==> config.mk <==
export PLATFORM = sky130hd
export DESIGN_NAME = windowed_local_peak_finder
export DESIGN_NICKNAME = d
export VERILOG_FILES = /design/src/rtl/core/wlpf_pkg.sv /design/src/rtl/core/windowed_local_peak_finder.sv /design/src/rtl/core/wlpf_cell.sv /design/src/rtl/core/wlpf_judge.sv /design/src/rtl/core/wlpf_top2.sv /design/src/rtl/core/wlpf_outq.sv
export VERILOG_INCLUDE_DIRS = /design/src /design/src/rtl/core
export SDC_FILE = /design/constraint.sdc
export NUM_CORES = 1
export LEC_CHECK = 0
export BUFFER_PORTS_ARGS = -buffer_cell sky130_fd_sc_hd__buf_2
export CORE_ASPECT_RATIO = 1.1
export CORE_UTILIZATION = 64
export CTS_BUF_LIST = sky130_fd_sc_hd__clkbuf_8
export DETAILED_ROUTE_END_ITERATION = 8
export PLACE_DENSITY = 0.83
export SYNTH_ARGS = -nofsm -noshare
export SYNTH_HDL_FRONTEND = slang
export SYNTH_SLANG_ARGS = --single-unit
==> constraint.sdc <==
create_clock -name clk -period 12.15 [get_ports clk]
set_input_delay 0.6075 -clock clk [delete_from_list [all_inputs] [get_ports clk]]
set_output_delay 0.6075 -clock clk [all_outputs]
set_load 0.05 [all_outputs]
==> src/rtl/core/assert_macros.svh <==
// Assertion macros shared by the peak finder RTL.
// Each macro expects clk and rst_n in the scope of the module that uses it.
`ifndef ASSERT_MACROS_SVH
`define ASSERT_MACROS_SVH

// Check a condition at every clock edge outside reset.
`define ASSERT_NOW(label, cond, msg) \
  label: assert property (@(posedge clk) disable iff (!rst_n) (cond)) else $error(msg);

// Check that a condition holds in the cycle after a trigger.
`define ASSERT_NEXT(label, ante, cons, msg) \
  label: assert property (@(posedge clk) disable iff (!rst_n) (ante) |=> (cons)) else $error(msg);

`endif

==> src/rtl/core/wlpf_pkg.sv <==
// Shared types and constants of the windowed local peak finder.
// No dependencies; every module of the block imports this package.
package wlpf_pkg;

  // field widths
  localparam int unsigned SAMPLE_W    = 16;
  localparam int unsigned IDX_W       = 12;
  localparam int unsigned LEN_W       = 13;
  localparam int unsigned MAX_SAMPLES = 4096;

  // register port
  localparam int unsigned CFG_ADDR_W = 3;
  localparam int unsigned CFG_DATA_W = 32;
  localparam int unsigned REG_IDX_W  = CFG_ADDR_W - 2;
  localparam logic [REG_IDX_W-1:0] REG_RECORD_LENGTH = 1'b0;
  localparam logic [LEN_W-1:0] RECORD_LENGTH_RST = 13'd4096;

  // result queue
  localparam int unsigned OUTQ_DEPTH = 3;
  localparam int unsigned OUTQ_PTR_W = 2;
  localparam int unsigned OUTQ_CNT_W = 2;

  // result kinds
  localparam logic KIND_DECISION = 1'b0;
  localparam logic KIND_SUMMARY  = 1'b1;

  typedef logic [SAMPLE_W-1:0] sample_t;
  typedef logic [IDX_W-1:0]    idx_t;
  typedef logic [LEN_W-1:0]    len_t;

  typedef enum logic [1:0] {
    ST_RUN,
    ST_FLUSH,
    ST_SUM
  } state_t;

  // one result word
  typedef struct packed {
    logic    result_kind;
    idx_t    sample_index;
    logic    is_candidate;
    sample_t decided_value;
    idx_t    first_index;
    sample_t first_value;
    logic    first_valid;
    idx_t    second_index;
    sample_t second_value;
    logic    second_valid;
    logic    last_of_run;
  } result_t;

  // two largest candidates of the current record
  typedef struct packed {
    sample_t best_value;
    idx_t    best_index;
    logic    best_valid;
    sample_t runner_value;
    idx_t    runner_index;
    logic    runner_valid;
  } top2_t;

endpackage

==> src/rtl/core/windowed_local_peak_finder.sv <==
// Top level of the windowed local peak finder: window row, rule, tracker, queue.
// Depends on wlpf_pkg, wlpf_cell, wlpf_judge, wlpf_top2, wlpf_outq, assert_macros.svh.
//
//   channel  direction  handshake               payload
//   in_      input      in_valid / in_stall     in_sample_value
//   out_     output     out_valid / out_stall   result_kind .. last_of_run
//   cfg_     input      psel/penable/pwrite     record_length at byte address 0
//
// One sample per cycle while a record runs and the queue has room; the decision it
// completes (HALF_WINDOW samples back) enters a three-word queue at the next edge and
// is offered on out_ after it. After the last sample of a record, in_stall stays high while
// HALF_WINDOW empty shifts flush the row, then the last decision and summary are queued.
// Reset is synchronous and active low; record_length resets to 4096.
// A stalled output holds the queue head; the row stops shifting before the queue is full.
`include "assert_macros.svh"

module windowed_local_peak_finder #(
  parameter int unsigned HALF_WINDOW = 8
) (
  input  logic                                 clk,
  input  logic                                 rst_n,
  // input channel
  input  logic                                 in_valid,
  output logic                                 in_stall,
  input  wlpf_pkg::sample_t                    in_sample_value,
  // result channel
  output logic                                 out_valid,
  input  logic                                 out_stall,
  output logic                                 out_result_kind,
  output wlpf_pkg::idx_t                       out_sample_index,
  output logic                                 out_is_candidate,
  output wlpf_pkg::sample_t                    out_decided_value,
  output wlpf_pkg::idx_t                       out_first_index,
  output wlpf_pkg::sample_t                    out_first_value,
  output logic                                 out_first_valid,
  output wlpf_pkg::idx_t                       out_second_index,
  output wlpf_pkg::sample_t                    out_second_value,
  output logic                                 out_second_valid,
  output logic                                 out_last_of_run,
  // register port
  input  logic                                 cfg_psel,
  input  logic                                 cfg_penable,
  input  logic                                 cfg_pwrite,
  input  logic [wlpf_pkg::CFG_ADDR_W-1:0]      cfg_paddr,
  input  logic [wlpf_pkg::CFG_DATA_W-1:0]      cfg_pwdata,
  output logic [wlpf_pkg::CFG_DATA_W-1:0]      cfg_prdata,
  output logic                                 cfg_pready
);
  import wlpf_pkg::*;

  localparam int unsigned CHAIN_LEN = 2 * HALF_WINDOW + 1;
  localparam int unsigned BUB_W     = (HALF_WINDOW > 1) ? $clog2(HALF_WINDOW) : 1;
  localparam int unsigned ROOM_W    = OUTQ_CNT_W + 1;

  // register port
  len_t len_r;
  len_t len_eff;
  logic cfg_wr;

  // control
  state_t            state_r, state_nxt;
  len_t              sh_cnt_r;
  len_t              total_r;
  logic [BUB_W-1:0]  bub_cnt_r;
  logic              due_r;
  logic              room;
  logic              shift;
  logic              chain_in_valid;
  logic              sum_push;
  logic              clear;
  logic              accept;
  len_t              n_plus1;
  logic              at_end;
  logic              bub_last;

  // window row
  sample_t                 cell_value [CHAIN_LEN];
  sample_t                 cell_d_value [CHAIN_LEN];
  logic [CHAIN_LEN-1:0]    cell_valid;
  logic [CHAIN_LEN-1:0]    cell_d_valid;
  logic [CHAIN_LEN-1:0]    cell_lower;

  // results
  idx_t                    centre_index;
  result_t                 decision;
  result_t                 summary;
  result_t                 push_data;
  result_t                 head;
  top2_t                   top;
  logic [OUTQ_CNT_W-1:0]   q_count;

  // register write and read
  assign cfg_pready = 1'b1;
  assign cfg_wr     = cfg_psel && cfg_penable && cfg_pwrite && cfg_pready
                   && (cfg_paddr[CFG_ADDR_W-1:2] == REG_RECORD_LENGTH);

  always_ff @(posedge clk) begin
    if (!rst_n) begin
      len_r <= RECORD_LENGTH_RST;
    end else if (cfg_wr) begin
      len_r <= cfg_pwdata[LEN_W-1:0];
    end
  end

  assign cfg_prdata = (cfg_paddr[CFG_ADDR_W-1:2] == REG_RECORD_LENGTH)
                    ? CFG_DATA_W'(len_r) : '0;

  // clamp the record length
  always_comb begin
    if (len_r == '0) begin
      len_eff = LEN_W'(1);
    end else if (len_r > LEN_W'(MAX_SAMPLES)) begin
      len_eff = LEN_W'(MAX_SAMPLES);
    end else begin
      len_eff = len_r;
    end
  end

  // queue room for the word now pending and the one the next shift makes
  assign room     = (ROOM_W'(q_count) + ROOM_W'(due_r)) <= ROOM_W'(OUTQ_DEPTH - 1);
  assign n_plus1  = sh_cnt_r + 1'b1;
  assign at_end   = n_plus1 >= len_eff;
  assign bub_last = (bub_cnt_r == BUB_W'(HALF_WINDOW - 1));
  assign accept   = in_valid && !in_stall;

  // next state
  always_comb begin
    state_nxt = state_r;
    unique case (state_r)
      ST_RUN: begin
        if (accept && at_end) begin
          state_nxt = ST_FLUSH;
        end
      end
      ST_FLUSH: begin
        if (shift && bub_last) begin
          state_nxt = ST_SUM;
        end
      end
      ST_SUM: begin
        if (sum_push) begin
          state_nxt = ST_RUN;
        end
      end
      default: state_nxt = ST_RUN;
    endcase
  end

  // state outputs
  always_comb begin
    in_stall       = 1'b1;
    shift          = 1'b0;
    chain_in_valid = 1'b0;
    sum_push       = 1'b0;
    unique case (state_r)
      ST_RUN: begin
        in_stall       = !room;
        shift          = in_valid && room;
        chain_in_valid = 1'b1;
      end
      ST_FLUSH: begin
        shift = room;
      end
      ST_SUM: begin
        sum_push = !due_r && (q_count < OUTQ_CNT_W'(OUTQ_DEPTH));
      end
      default: begin
        in_stall = 1'b1;
      end
    endcase
  end

  assign clear = sum_push;

  // control registers
  always_ff @(posedge clk) begin
    if (!rst_n) begin
      state_r   <= ST_RUN;
      sh_cnt_r  <= '0;
      bub_cnt_r <= '0;
      due_r     <= 1'b0;
    end else begin
      state_r <= state_nxt;
      due_r   <= shift && cell_valid[HALF_WINDOW-1];
      if (clear) begin
        sh_cnt_r  <= '0;
        bub_cnt_r <= '0;
      end else begin
        if (shift) begin
          sh_cnt_r <= n_plus1;
        end
        if ((state_r == ST_FLUSH) && shift) begin
          bub_cnt_r <= bub_cnt_r + 1'b1;
        end
      end
    end
  end

  // hold the record length that applies to the pending decision
  always_ff @(posedge clk) begin
    if (accept) begin
      total_r <= at_end ? n_plus1 : len_eff;
    end
  end

  // window row: cell 0 takes the newest sample
  for (genvar k = 0; k < CHAIN_LEN; k++) begin : g_cell
    if (k == 0) begin : g_head
      assign cell_d_value[k] = in_sample_value;
      assign cell_d_valid[k] = chain_in_valid;
    end else begin : g_link
      assign cell_d_value[k] = cell_value[k-1];
      assign cell_d_valid[k] = cell_valid[k-1];
    end

    wlpf_cell u_cell (
      .clk          (clk),
      .rst_n        (rst_n),
      .shift_en     (shift),
      .clear        (clear),
      .d_value      (cell_d_value[k]),
      .d_valid      (cell_d_valid[k]),
      .centre_value (cell_value[HALF_WINDOW]),
      .q_value      (cell_value[k]),
      .q_valid      (cell_valid[k]),
      .lower        (cell_lower[k])
    );
  end

  assign centre_index = IDX_W'(sh_cnt_r - LEN_W'(HALF_WINDOW + 1));

  // decide the centre sample
  wlpf_judge #(
    .HALF_WINDOW (HALF_WINDOW)
  ) u_judge (
    .centre_index (centre_index),
    .centre_value (cell_value[HALF_WINDOW]),
    .total        (total_r),
    .lower_left   (cell_lower[CHAIN_LEN-1:HALF_WINDOW+1]),
    .lower_right  (cell_lower[HALF_WINDOW-1:0]),
    .decision     (decision)
  );

  // track the two largest candidates
  wlpf_top2 u_top2 (
    .clk        (clk),
    .rst_n      (rst_n),
    .note       (due_r && decision.is_candidate),
    .clear      (clear),
    .cand_value (decision.decided_value),
    .cand_index (decision.sample_index),
    .top        (top)
  );

  // end-of-record summary word
  always_comb begin
    summary             = '0;
    summary.result_kind = KIND_SUMMARY;
    summary.last_of_run = 1'b1;
    if (top.best_valid) begin
      summary.first_index = top.best_index;
      summary.first_value = top.best_value;
      summary.first_valid = 1'b1;
    end
    if (top.runner_valid) begin
      summary.second_index = top.runner_index;
      summary.second_value = top.runner_value;
      summary.second_valid = 1'b1;
    end
  end

  assign push_data = due_r ? decision : summary;

  wlpf_outq u_outq (
    .clk       (clk),
    .rst_n     (rst_n),
    .push      (due_r || sum_push),
    .push_data (push_data),
    .out_stall (out_stall),
    .out_valid (out_valid),
    .head      (head),
    .count     (q_count)
  );

  assign out_result_kind   = head.result_kind;
  assign out_sample_index  = head.sample_index;
  assign out_is_candidate  = head.is_candidate;
  assign out_decided_value = head.decided_value;
  assign out_first_index   = head.first_index;
  assign out_first_value   = head.first_value;
  assign out_first_valid   = head.first_valid;
  assign out_second_index  = head.second_index;
  assign out_second_value  = head.second_value;
  assign out_second_valid  = head.second_valid;
  assign out_last_of_run   = head.last_of_run;

  `ASSERT_NEXT(a_row_cleared, sum_push, (cell_valid == '0) && (sh_cnt_r == '0) && (state_r == ST_RUN), "window row not cleared after summary")

endmodule

==> src/rtl/core/wlpf_cell.sv <==
// One window cell: holds a sample and its in-record flag, hands both on.
// Depends on wlpf_pkg.
module wlpf_cell (
  input  logic             clk,
  input  logic             rst_n,
  input  logic             shift_en,
  input  logic             clear,
  input  wlpf_pkg::sample_t d_value,
  input  logic             d_valid,
  input  wlpf_pkg::sample_t centre_value,
  output wlpf_pkg::sample_t q_value,
  output logic             q_valid,
  output logic             lower
);
  import wlpf_pkg::*;

  sample_t value_r;
  logic    valid_r;

  // advance the flag, drop it at record end
  always_ff @(posedge clk) begin
    if (!rst_n) begin
      valid_r <= 1'b0;
    end else if (clear) begin
      valid_r <= 1'b0;
    end else if (shift_en) begin
      valid_r <= d_valid;
    end
  end

  // advance the sample
  always_ff @(posedge clk) begin
    if (shift_en) begin
      value_r <= d_value;
    end
  end

  // a neighbor counts only if it belongs to the record
  assign lower   = valid_r && (value_r < centre_value);
  assign q_value = value_r;
  assign q_valid = valid_r;

endmodule

==> src/rtl/core/wlpf_judge.sv <==
// Candidate rule for the sample in the centre cell of the window.
// Depends on wlpf_pkg; fed by the lower flags of the wlpf_cell row.
module wlpf_judge #(
  parameter int unsigned HALF_WINDOW = 8
) (
  input  wlpf_pkg::idx_t          centre_index,
  input  wlpf_pkg::sample_t       centre_value,
  input  wlpf_pkg::len_t          total,
  input  logic [HALF_WINDOW-1:0]  lower_left,
  input  logic [HALF_WINDOW-1:0]  lower_right,
  output wlpf_pkg::result_t       decision
);
  import wlpf_pkg::*;

  localparam int unsigned SPAN  = 2 * HALF_WINDOW + 1;
  localparam int unsigned CMP_W = LEN_W + 1;

  logic [CMP_W-1:0] idx_ext;
  logic [CMP_W-1:0] total_ext;
  logic full_l, full_r, any_l, any_r;
  logic near_start, start_edge, near_end, end_edge;
  logic cand;

  assign idx_ext   = CMP_W'(centre_index);
  assign total_ext = CMP_W'(total);

  // all lower, some lower, on each side
  assign full_l = &lower_left;
  assign full_r = &lower_right;
  assign any_l  = |lower_left;
  assign any_r  = |lower_right;

  // position relative to the record ends
  assign near_start = idx_ext <= CMP_W'(SPAN);
  assign start_edge = idx_ext <= CMP_W'(HALF_WINDOW);
  assign near_end   = (idx_ext + CMP_W'(SPAN)) >= total_ext;
  assign end_edge   = (idx_ext + CMP_W'(HALF_WINDOW)) >= total_ext;

  assign cand = (full_l && full_r)
             || (near_start && any_l && any_r)
             || (start_edge && full_r && !any_l)
             || (near_end && any_l && any_r)
             || (end_edge && full_l && !any_r);

  // build the decision word
  always_comb begin
    decision               = '0;
    decision.result_kind   = KIND_DECISION;
    decision.sample_index  = centre_index;
    decision.is_candidate  = cand;
    decision.decided_value = centre_value;
  end

endmodule

==> src/rtl/core/wlpf_top2.sv <==
// Tracks the two largest candidates of a record; earlier one wins a tie.
// Depends on wlpf_pkg and assert_macros.svh.
`include "assert_macros.svh"

module wlpf_top2 (
  input  logic              clk,
  input  logic              rst_n,
  input  logic              note,
  input  logic              clear,
  input  wlpf_pkg::sample_t cand_value,
  input  wlpf_pkg::idx_t    cand_index,
  output wlpf_pkg::top2_t   top
);
  import wlpf_pkg::*;

  top2_t top_r;
  top2_t top_nxt;

  // insert a candidate as best or runner-up, pushing the old best down
  always_comb begin
    top_nxt = top_r;
    if (clear) begin
      top_nxt = '0;
    end else if (note) begin
      if (!top_r.best_valid || (cand_value > top_r.best_value)) begin
        top_nxt.runner_value = top_r.best_value;
        top_nxt.runner_index = top_r.best_index;
        top_nxt.runner_valid = top_r.best_valid;
        top_nxt.best_value   = cand_value;
        top_nxt.best_index   = cand_index;
        top_nxt.best_valid   = 1'b1;
      end else if (!top_r.runner_valid || (cand_value > top_r.runner_value)) begin
        top_nxt.runner_value = cand_value;
        top_nxt.runner_index = cand_index;
        top_nxt.runner_valid = 1'b1;
      end
    end
  end

  always_ff @(posedge clk) begin
    if (!rst_n) begin
      top_r.best_valid   <= 1'b0;
      top_r.runner_valid <= 1'b0;
    end else begin
      top_r <= top_nxt;
    end
  end

  assign top = top_r;

  `ASSERT_NOW(a_top2_order, !top_r.runner_valid || (top_r.best_valid && (top_r.best_value >= top_r.runner_value)), "runner-up outranks best candidate")
  `ASSERT_NEXT(a_top2_clear, clear, !top_r.best_valid && !top_r.runner_valid, "candidates survive record end")

endmodule

==> src/rtl/core/wlpf_outq.sv <==
// Small result queue between the window row and the output channel.
// Depends on wlpf_pkg and assert_macros.svh.
`include "assert_macros.svh"

module wlpf_outq (
  input  logic                                clk,
  input  logic                                rst_n,
  input  logic                                push,
  input  wlpf_pkg::result_t                   push_data,
  input  logic                                out_stall,
  output logic                                out_valid,
  output wlpf_pkg::result_t                   head,
  output logic [wlpf_pkg::OUTQ_CNT_W-1:0]     count
);
  import wlpf_pkg::*;

  function automatic logic [OUTQ_PTR_W-1:0] ptr_inc(input logic [OUTQ_PTR_W-1:0] p);
    logic [OUTQ_PTR_W-1:0] q;
    if (p == OUTQ_PTR_W'(OUTQ_DEPTH - 1)) begin
      q = '0;
    end else begin
      q = p + 1'b1;
    end
    return q;
  endfunction

  result_t                mem_r [OUTQ_DEPTH];
  logic [OUTQ_PTR_W-1:0]  wr_ptr_r;
  logic [OUTQ_PTR_W-1:0]  rd_ptr_r;
  logic [OUTQ_CNT_W-1:0]  count_r;
  logic [OUTQ_CNT_W-1:0]  count_nxt;
  logic                   pop;

  assign pop       = (count_r != '0) && !out_stall;
  assign count_nxt = count_r + OUTQ_CNT_W'(push) - OUTQ_CNT_W'(pop);

  // advance pointers and fill level
  always_ff @(posedge clk) begin
    if (!rst_n) begin
      wr_ptr_r <= '0;
      rd_ptr_r <= '0;
      count_r  <= '0;
    end else begin
      count_r <= count_nxt;
      if (push) begin
        wr_ptr_r <= ptr_inc(wr_ptr_r);
      end
      if (pop) begin
        rd_ptr_r <= ptr_inc(rd_ptr_r);
      end
    end
  end

  // store the word
  always_ff @(posedge clk) begin
    if (push) begin
      mem_r[wr_ptr_r] <= push_data;
    end
  end

  assign out_valid = (count_r != '0);
  assign head      = mem_r[rd_ptr_r];
  assign count     = count_r;

  `ASSERT_NOW(a_outq_room, !push || (count_r < OUTQ_CNT_W'(OUTQ_DEPTH)), "word pushed into a full queue")

endmodule
# [Word level (Yosys, flattened, before mapping)]
# Memory sizes are Yosys's and may differ from the RTL's. A register that Yosys moved wholly into a read port is not among the register bits.
# Cells that the tools add are included.
[totals] mem_bits_rw=267 in_bits=58 wordCells=190 memories=1 regBits=398
[mem_list] memory="u_outq.mem_r" words=3 word_bits=89 rd=1 rd_clocked_by_memory_dff=1 write_ports=1 line="wlpf_outq.sv:27" rtl="result_t mem_r [OUTQ_DEPTH];"
[op_classes] magnitude_cmp=26 bitwise=2 addsub=10 n_mux=25 n_eq_ne=8 n_reduce_logical=69
[op_table] op="16-bit less-than comparator" n=16
[op_table] op="29-bit two-way mux" n=5
[op_table] op="89-bit two-way mux" n=1
[op_table] op="58-bit two-way mux" n=1
[op_table] op="13-bit two-way mux" n=4
[op_table] op="1-bit logical AND" n=37
[op_table] op="16-bit > comparator" n=2
[op_table] op="14-bit by 13-bit >= comparator with 1-bit output" n=2
[op_table] op="8-bit AND reduction" n=2
[op_table] op="8-bit OR reduction" n=2
[op_table] op="2-bit two-way mux" n=7
[op_table] op="12-bit by 4-bit adder with 13-bit output (second input constant)" n=1
[op_table] op="12-bit by 5-bit adder with 13-bit output (second input constant)" n=1
[op_table] op="13-bit by 1-bit adder with 13-bit output (second input constant)" n=1
[op_table] op="13-bit >= comparator" n=1
[op_table] op="13-bit > comparator (second input constant)" n=1
[op_table] op="13-bit zero test" n=1
[op_table] op="12-bit by 4-bit less-or-equal comparator with 1-bit output (second input constant)" n=1
[op_table] op="12-bit by 5-bit less-or-equal comparator with 1-bit output (second input constant)" n=1
[op_table] op="12-bit by 4-bit subtractor with 12-bit output (second input constant)" n=1
[op_table] op="3-bit AND reduction" n=3
[op_table] op="1-bit zero test" n=8
[op_table] op="2-bit nonzero test" n=4
[op_table] op="1-bit logical OR" n=7
[op_table] op="19 further kinds" n=30

# [Depth between registers and ports, before layout]
[logic_depth] word_depth=12 mapped_depth=21

# [Modules after synthesis]
# From an unflattened synthesis, not the netlist that was laid out.
[unflattened] cells_unflattened=2819 hier_area_um2=34509.3
[modules_own_cells] mod="wlpf_cell" seq_area_each_um2=500.5 area_per_inst_um2=897.1 cells_per_inst=71 instances=17
[modules_own_cells] mod="wlpf_outq" seq_area_each_um2=8177.8 area_per_inst_um2=10256.1 cells_per_inst=600 instances=1
[modules_own_cells] mod="windowed_local_peak_finder" seq_area_each_um2=1031.0 area_per_inst_um2=3776.1 cells_per_inst=454 instances=1
[modules_own_cells] mod="wlpf_top2" seq_area_each_um2=1721.7 area_per_inst_um2=3425.8 cells_per_inst=313 instances=1
[modules_own_cells] mod="wlpf_judge" seq_area_each_um2=0.0 area_per_inst_um2=1800.5 cells_per_inst=245 instances=1

# [Worst setup path after synthesis]
# Ideal clock, no wire load.
[synth_timing] kind="flip-flop to flip-flop" from="register u_outq.count_r[0], in the netlist u_outq.count[0]" to="register g_cell[0].u_cell.value_r[0], enable pin" stages_incl_launch_ff=9 synth_period_minus_slack_ns=9.718 setup_ns=0.742 arrival_ns=8.976 slack_ns=2.432 t_required_ns=11.408 path_cell_list="dfxtp_1 > ha_1 > inv_1 > ha_1 > a21oi_1 > nor2_1 > o21ai_1 > clkinv_1 > clkbuf_1"
[synth_via] elab_chain_cells=4
[synth_lines] element="from (decl)" line="wlpf_outq.sv:30" rtl="logic [OUTQ_CNT_W-1:0] count_r;"
[synth_lines] element="from (signal assigned)" line="wlpf_outq.sv:44" rtl="count_r <= count_nxt;"
[synth_lines] element="2-bit by 1-bit adder with 3-bit output *" line="windowed_local_peak_finder.sv:120" rtl="assign room = (ROOM_W'(q_count) + ROOM_W'(due_r)) <= ROOM_W'(OUTQ_DEPTH - 1);"
[synth_lines] element="3-bit by 2-bit less-or-equal comparator with 1-bit output *" line="windowed_local_peak_finder.sv:120"
[synth_lines] element="1-bit logical AND" line="windowed_local_peak_finder.sv:158" rtl="shift = in_valid && room;"
[synth_lines] element="1-bit one-hot mux with 2 select lines *" line="windowed_local_peak_finder.sv:155" rtl="unique case (state_r)"
[synth_lines] element="named net g_cell[0].u_cell.shift_en" line="wlpf_cell.sv:6" rtl="input logic shift_en,"
[synth_lines] element="to (signal assigned)" line="wlpf_cell.sv:34" rtl="value_r <= d_value;"
[synth_lines] element="to (decl)" line="wlpf_cell.sv:17" rtl="sample_t value_r;"
# Mark *: on every way through the listed nets, which the timed path passes. The rest lies on a longest branch.
# A chain may end at the register's enable or synchronous reset.

# [Worst setup path after layout]
[layout_timing] from="register sh_cnt_r[1]" to="register u_top2.top_r (netlist bit u_top2.top[50]), enable pin"
[layout_via] elab_chain_cells=11 word_cells_on_any_way=22 cone_classes="add/sub (3); order compare (4); reduce/logical (15)"
[layout_lines] element="from (decl)" line="windowed_local_peak_finder.sv:62" rtl="len_t sh_cnt_r;"
[layout_lines] element="from (signal assigned)" line="windowed_local_peak_finder.sv:190" rtl="sh_cnt_r <= n_plus1;"
[layout_lines] element="12-bit by 4-bit subtractor with 12-bit output *" line="windowed_local_peak_finder.sv:230" rtl="assign centre_index = IDX_W'(sh_cnt_r - LEN_W'(HALF_WINDOW + 1));"
[layout_lines] element="parallel branches: the longest is 6 deep, another holds 14-bit by 13-bit >= comparator with 1-bit output"
[layout_lines] element="1-bit logical OR *" line="wlpf_judge.sv:43" rtl="|| (end_edge && full_l && !any_r);"
[layout_lines] element="1-bit logical AND *" line="windowed_local_peak_finder.sv:248" rtl=".note (due_r && decision.is_candidate),"
[layout_lines] element="2-bit nonzero test (no source line) *"
[layout_lines] element="3-bit AND reduction (no source line) *"
[layout_lines] element="to (signal assigned)" line="wlpf_top2.sv:45" rtl="top_r <= top_nxt;"
[layout_lines] element="to (decl)" line="wlpf_top2.sv:16" rtl="top2_t top_r;"
# Every way passes the cells marked *.

==> results_tabular.tex <==
\begin{tabular}{lr}
\hline
Metric & Value \\
\hline
\multicolumn{2}{l}{\textbf{Floorplan}} \\
Die boundary width & about 210 um \\
Ports & about 180 \\
Total die area & just over 50000 um\^{}2 \\
Effective utilization at floorplan & 0.649 \\
Placeable core region & roughly 49000 um\^{}2 \\
Height of the chip & 236 um \\
Floorplan row count & 85 \\
\multicolumn{2}{l}{\textbf{Route}} \\
Number of DRC violations after detailed routing & 0 \\
Via count & 20800 \\
Total length of routed wires & between 70 and 80 mm \\
DRT iter0 DRCs & 1848 \\
Remaining antenna violation count & 0 \\
Via density & approximately 6 \\
First-pass iteration count of the detailed router & 6 \\
Post-detailed-route wirelength per cell & $\sim$21 um \\
\multicolumn{2}{l}{\textbf{Status}} \\
Run status & completed \\
\multicolumn{2}{l}{\textbf{Setup path}} \\
Origin of the worst setup path & sh\_cnt\_r[1] \\
Critical Path Slowest Stage Cell & buf\_4 \\
Setup slack of the worst register-to-register path & between 6 and 7 ns \\
Slowest cell delay on critical path & about 0.67 ns \\
Most prevalent standard cell on the critical path & ha\_1 \\
Critical Path RT & approximately 13 ns \\
Startpoint types & flop \\
Type of element capturing the critical path & flop \\
Arrival time of the worst setup path & around 6.3 ns \\
Largest fanout of any net on the critical path & 59 \\
Cell breakdown of the critical path & inv\_1, ha\_1, nand2b\_4, and2\_2, xor2\_2, inv\_1, ha\_1, xnor2\_1, ha\_1, a2111oi\_0, o21ai\_0, o21ai\_0, a2111oi\_0, and4\_1, a211oi\_4, buf\_4, o22ai\_2, buf\_4 \\
Critical path start-end classification & reg2reg \\
Worst flop-to-flop path startpoint & sh\_cnt\_r[1] \\
\multicolumn{2}{l}{\textbf{Synth}} \\
Leading area contributor after synthesis & edfxtp\_1 \\
Synthesized cell area & between 30000 and 40000 um\^{}2 \\
Synth Instances & about 2500 \\
Fraction of registers with async set or reset after synthesis & 0 \\
Leading post-synthesis cells by instance count & edfxtp\_1, ha\_1, nand2\_1 \\
Syn avg cell area & between 10 and 15 um\^{}2 \\
Top-count cell post-synth & edfxtp\_1 \\
Predominant post-synthesis flop cell & edfxtp\_1 \\
Post-synth cell types & $\sim$70 \\
\#FFs+latches synth & 664 \\
Sequential fraction of the synthesis area & 0.608 \\
Number of warnings reported in the yosys synthesis log & 0 \\
Count of flip-flops with a built-in enable after synthesis & 605 \\
Area fraction of the dominant cell type after synthesis & 0.571 \\
Cell types occupying the most area after synthesis & edfxtp\_1, ha\_1, dfxtp\_1, nand2\_1, mux2i\_1 \\
\multicolumn{2}{l}{\textbf{Cells and area}} \\
Number of diodes & 0 \\
Final Net Count & 3048 \\
Fraction of final layout cells sized beyond drive strength 1 & 0.134 \\
Non-Filler Cell Area, Final & 35100 um\^{}2 \\
Number of fill cells & approximately 3200 \\
Area overhead of the layout relative to synthesis & 10.3\% \\
\multicolumn{2}{l}{\textbf{Power}} \\
Part of the total power dissipated in combinational logic & 0.271 \\
Net switching share of the total power & 0.346 \\
Power share of the clock group & 0.265 \\
Net Switching & approximately 2.3 mW \\
Leakage power & 13.6 nW \\
Largest voltage drop on the vdd net & about 0.11 mV \\
Total power & between 6 and 7 mW \\
Share of total power in sequential cells & 0.464 \\
Total power per unit cell area & around 190 nW/um\^{}2 \\
Cell-internal power & around 4.3 mW \\
\multicolumn{2}{l}{\textbf{GRT}} \\
Overflow left after global routing & 0 \\
Initial antenna violation count & 1 \\
Wire length of the first global-routing pass & 111 mm \\
Largest net degree at the start of global routing & 134 \\
Via count of the first global-routing pass & roughly 21000 \\
Gr usage total & 0.284 \\
\multicolumn{2}{l}{\textbf{Placed design}} \\
Post-placement cell area & 33200 um\^{}2 \\
Placer's final routability congestion estimate & about 0.93 \\
Number of buffer cells added on primary ports & 140 \\
Placed wire-length estimate & roughly 48 mm \\
\multicolumn{2}{l}{\textbf{Timing}} \\
Number of endpoints with negative hold slack in the final report & 0 \\
Setup TNS Final & 0 ns \\
Final number of max-transition violations & 0 \\
Headroom to the max-slew limit & 0.148 \\
Unrepaired setup endpoints after global routing & no \\
Final worst path period need & between 5 and 6 ns \\
Final setup violating endpoints & 0 \\
FMAX & around 170 MHz \\
Final worst clock skew & 0.0352 ns \\
Worst-Margin Slew & 1.28 ns \\
Tcrit/Tclk final & 0.488 \\
\multicolumn{2}{l}{\textbf{Clock tree}} \\
Setup fix buffers added after clock tree synthesis & 0 \\
CTS sink count & 664 \\
Clk\_lat worst skew & about 0.7 ns \\
Clock-pin slew reported for the worst setup and hold paths after clock tree synthesis & 0.06 ns \\
PostCTS Resize Cnt & 0 \\
Clock tree from TritonCTS & built \\
Clock Root Buffer & clkbuf\_8 \\
Deepest clock path buffer count & 3 \\
Number of buffers inserted during clock tree synthesis & 100 \\
Depth of the CTS H-tree & 3 \\
Hold-fix buffers, CTS & 0 \\
\multicolumn{2}{l}{\textbf{Min path}} \\
Start point of the worst hold path & in\_sample\_value[10] \\
Worst hold path type & in2reg \\
\multicolumn{2}{l}{\textbf{Flow run}} \\
Max-cap viol count & 0 \\
\hline
\end{tabular}
[worst max-delay path: cells and delay by family (launching register included)]
| family | cells | cell delay [ns] |
|---|---|---|
| AOI/OAI and AO/OA | 6 | 1.51 |
| xor gates and xnor gates | 2 | 0.71 |
| adders and majority gates | 3 | 0.91 |
| buffers and inverters | 4 | 1.42 |
| DFF | 1 | 0.48 |
| and+or+nand+nor | 3 | 0.57 |
[logic make-up (layout without fill, tap and decap cells)]
| logic type | count (synthesis) | in the layout | share of synthesized area |
|---|---|---|---|
| compound gates | 458 | 458 | 0.0880 |
| xor+xnor | 49 | 49 | 0.0144 |
| fa+ha+maj | 326 | 326 | 0.128 |
| mux | 102 | 102 | 0.0326 |
| other cells | 2 | 20 | 0.000236 |
| simple gates | 668 | 668 | 0.0996 |
| buf+inv | 209 | 458 | 0.0284 |
| flops | 664 | 664 | 0.608 |
[power groups by stage]
stage / Combinational (mW) / Clock [mW] / Sequential [mW]
after global routing: 1.96 / 1.85 / 3.07
final: 1.78 / 1.74 / 3.05
after detailed placement: 1.75 / 0 / 3.09
after CTS: 1.78 / 1.75 / 3.04
after global placement: 1.64 / 0 / 3.07
after floorplan: 1.28 / 0 / 3.03
[routing by layer]
metal / wire (um) / GRT usage / vias up
li1: - / - / 9634
met1: 28400 / 0.365 / 10000
met2: 35400 / 0.472 / 958
met3: 5480 / 0.0475 / 206
met4: 2900 / 0.134 / 0
met5: 0 / 0 / -
[final cells by class]
| cell class | count | area, um^2 | area share |
|---|---|---|---|
| Sequential cell | 664 | 19400 | 0.552 |
| Tap cell | 652 | 816 | 0.0233 |
| Timing Repair Buffer | 173 | 948 | 0.0270 |
| Clock inverter | 72 | 377 | 0.0107 |
| Multi-Input combinational cell | 1623 | 11700 | 0.333 |
| Clock buffer | 111 | 1530 | 0.0436 |
| Inverter | 102 | 390 | 0.0111 |
[worst paths after layout]
kind / to / cells past startpoint
min reg2reg: g_cell[1].u_cell.q_value[11] / 0
max: u_top2.top[50] / 18
max reg2reg: u_top2.top[50] / 18
min: g_cell[0].u_cell.q_value[10] / 1
[registers in the layout, summed over array words and instances, names as in the netlist, named ones only]
signal	cells
bub_cnt_r	3
due_r	1
g_cell.u_cell.q_valid	17
g_cell.u_cell.q_value	272
len_r	13
sh_cnt_r	13
state_r	2
total_r	13
u_outq.count	2
u_outq.mem_r	264
u_outq.rd_ptr_r	2
u_outq.wr_ptr_r	2
u_top2.top	58
[through the flow]
step	worst slack (ns)	hold WS (ns)	cells	util
4_1_cts	6.26	0.0418	3397	0.715
2_1_floorplan	2.43	0.417	2496	-
3_3_place_gp	6.40	0.420	3214	0.677
3_5_place_dp	6.31	0.436	3214	0.677
6_report	6.22	0.0823	3397	0.715
5_1_grt	5.92	0.0535	3397	0.715
[cells in the final DEF, fill, tap and decap left out, types with 12 or more instances in the layout]
cell,netlist,routed
nand3_1,34,34
nand2b_1,13,13
nor3_1,74,73
o21ai_0,160,160
buf_4,23,33
nor4_1,12,12
buf_2,8,140
conb_1,2,20
mux2i_1,89,89
o21a_1,13,13
nor2b_1,43,43
inv_1,97,129
a21oi_2,20,21
a21o_1,28,28
a211oi_1,31,31
xnor2_1,23,23
and3_1,33,33
nor2_1,112,112
dfxtp_1,59,57
clkinv_1,3,18
xor2_1,22,22
nand2_1,267,266
edfxtp_1,605,605
and4_1,13,13
ha_1,326,326
clkbuf_8,0,111
mux2_2,13,13
a21oi_1,131,130
nand4_1,34,34
clkinv_2,0,15
No activity file was read; power rests on OpenSTA's default activity.
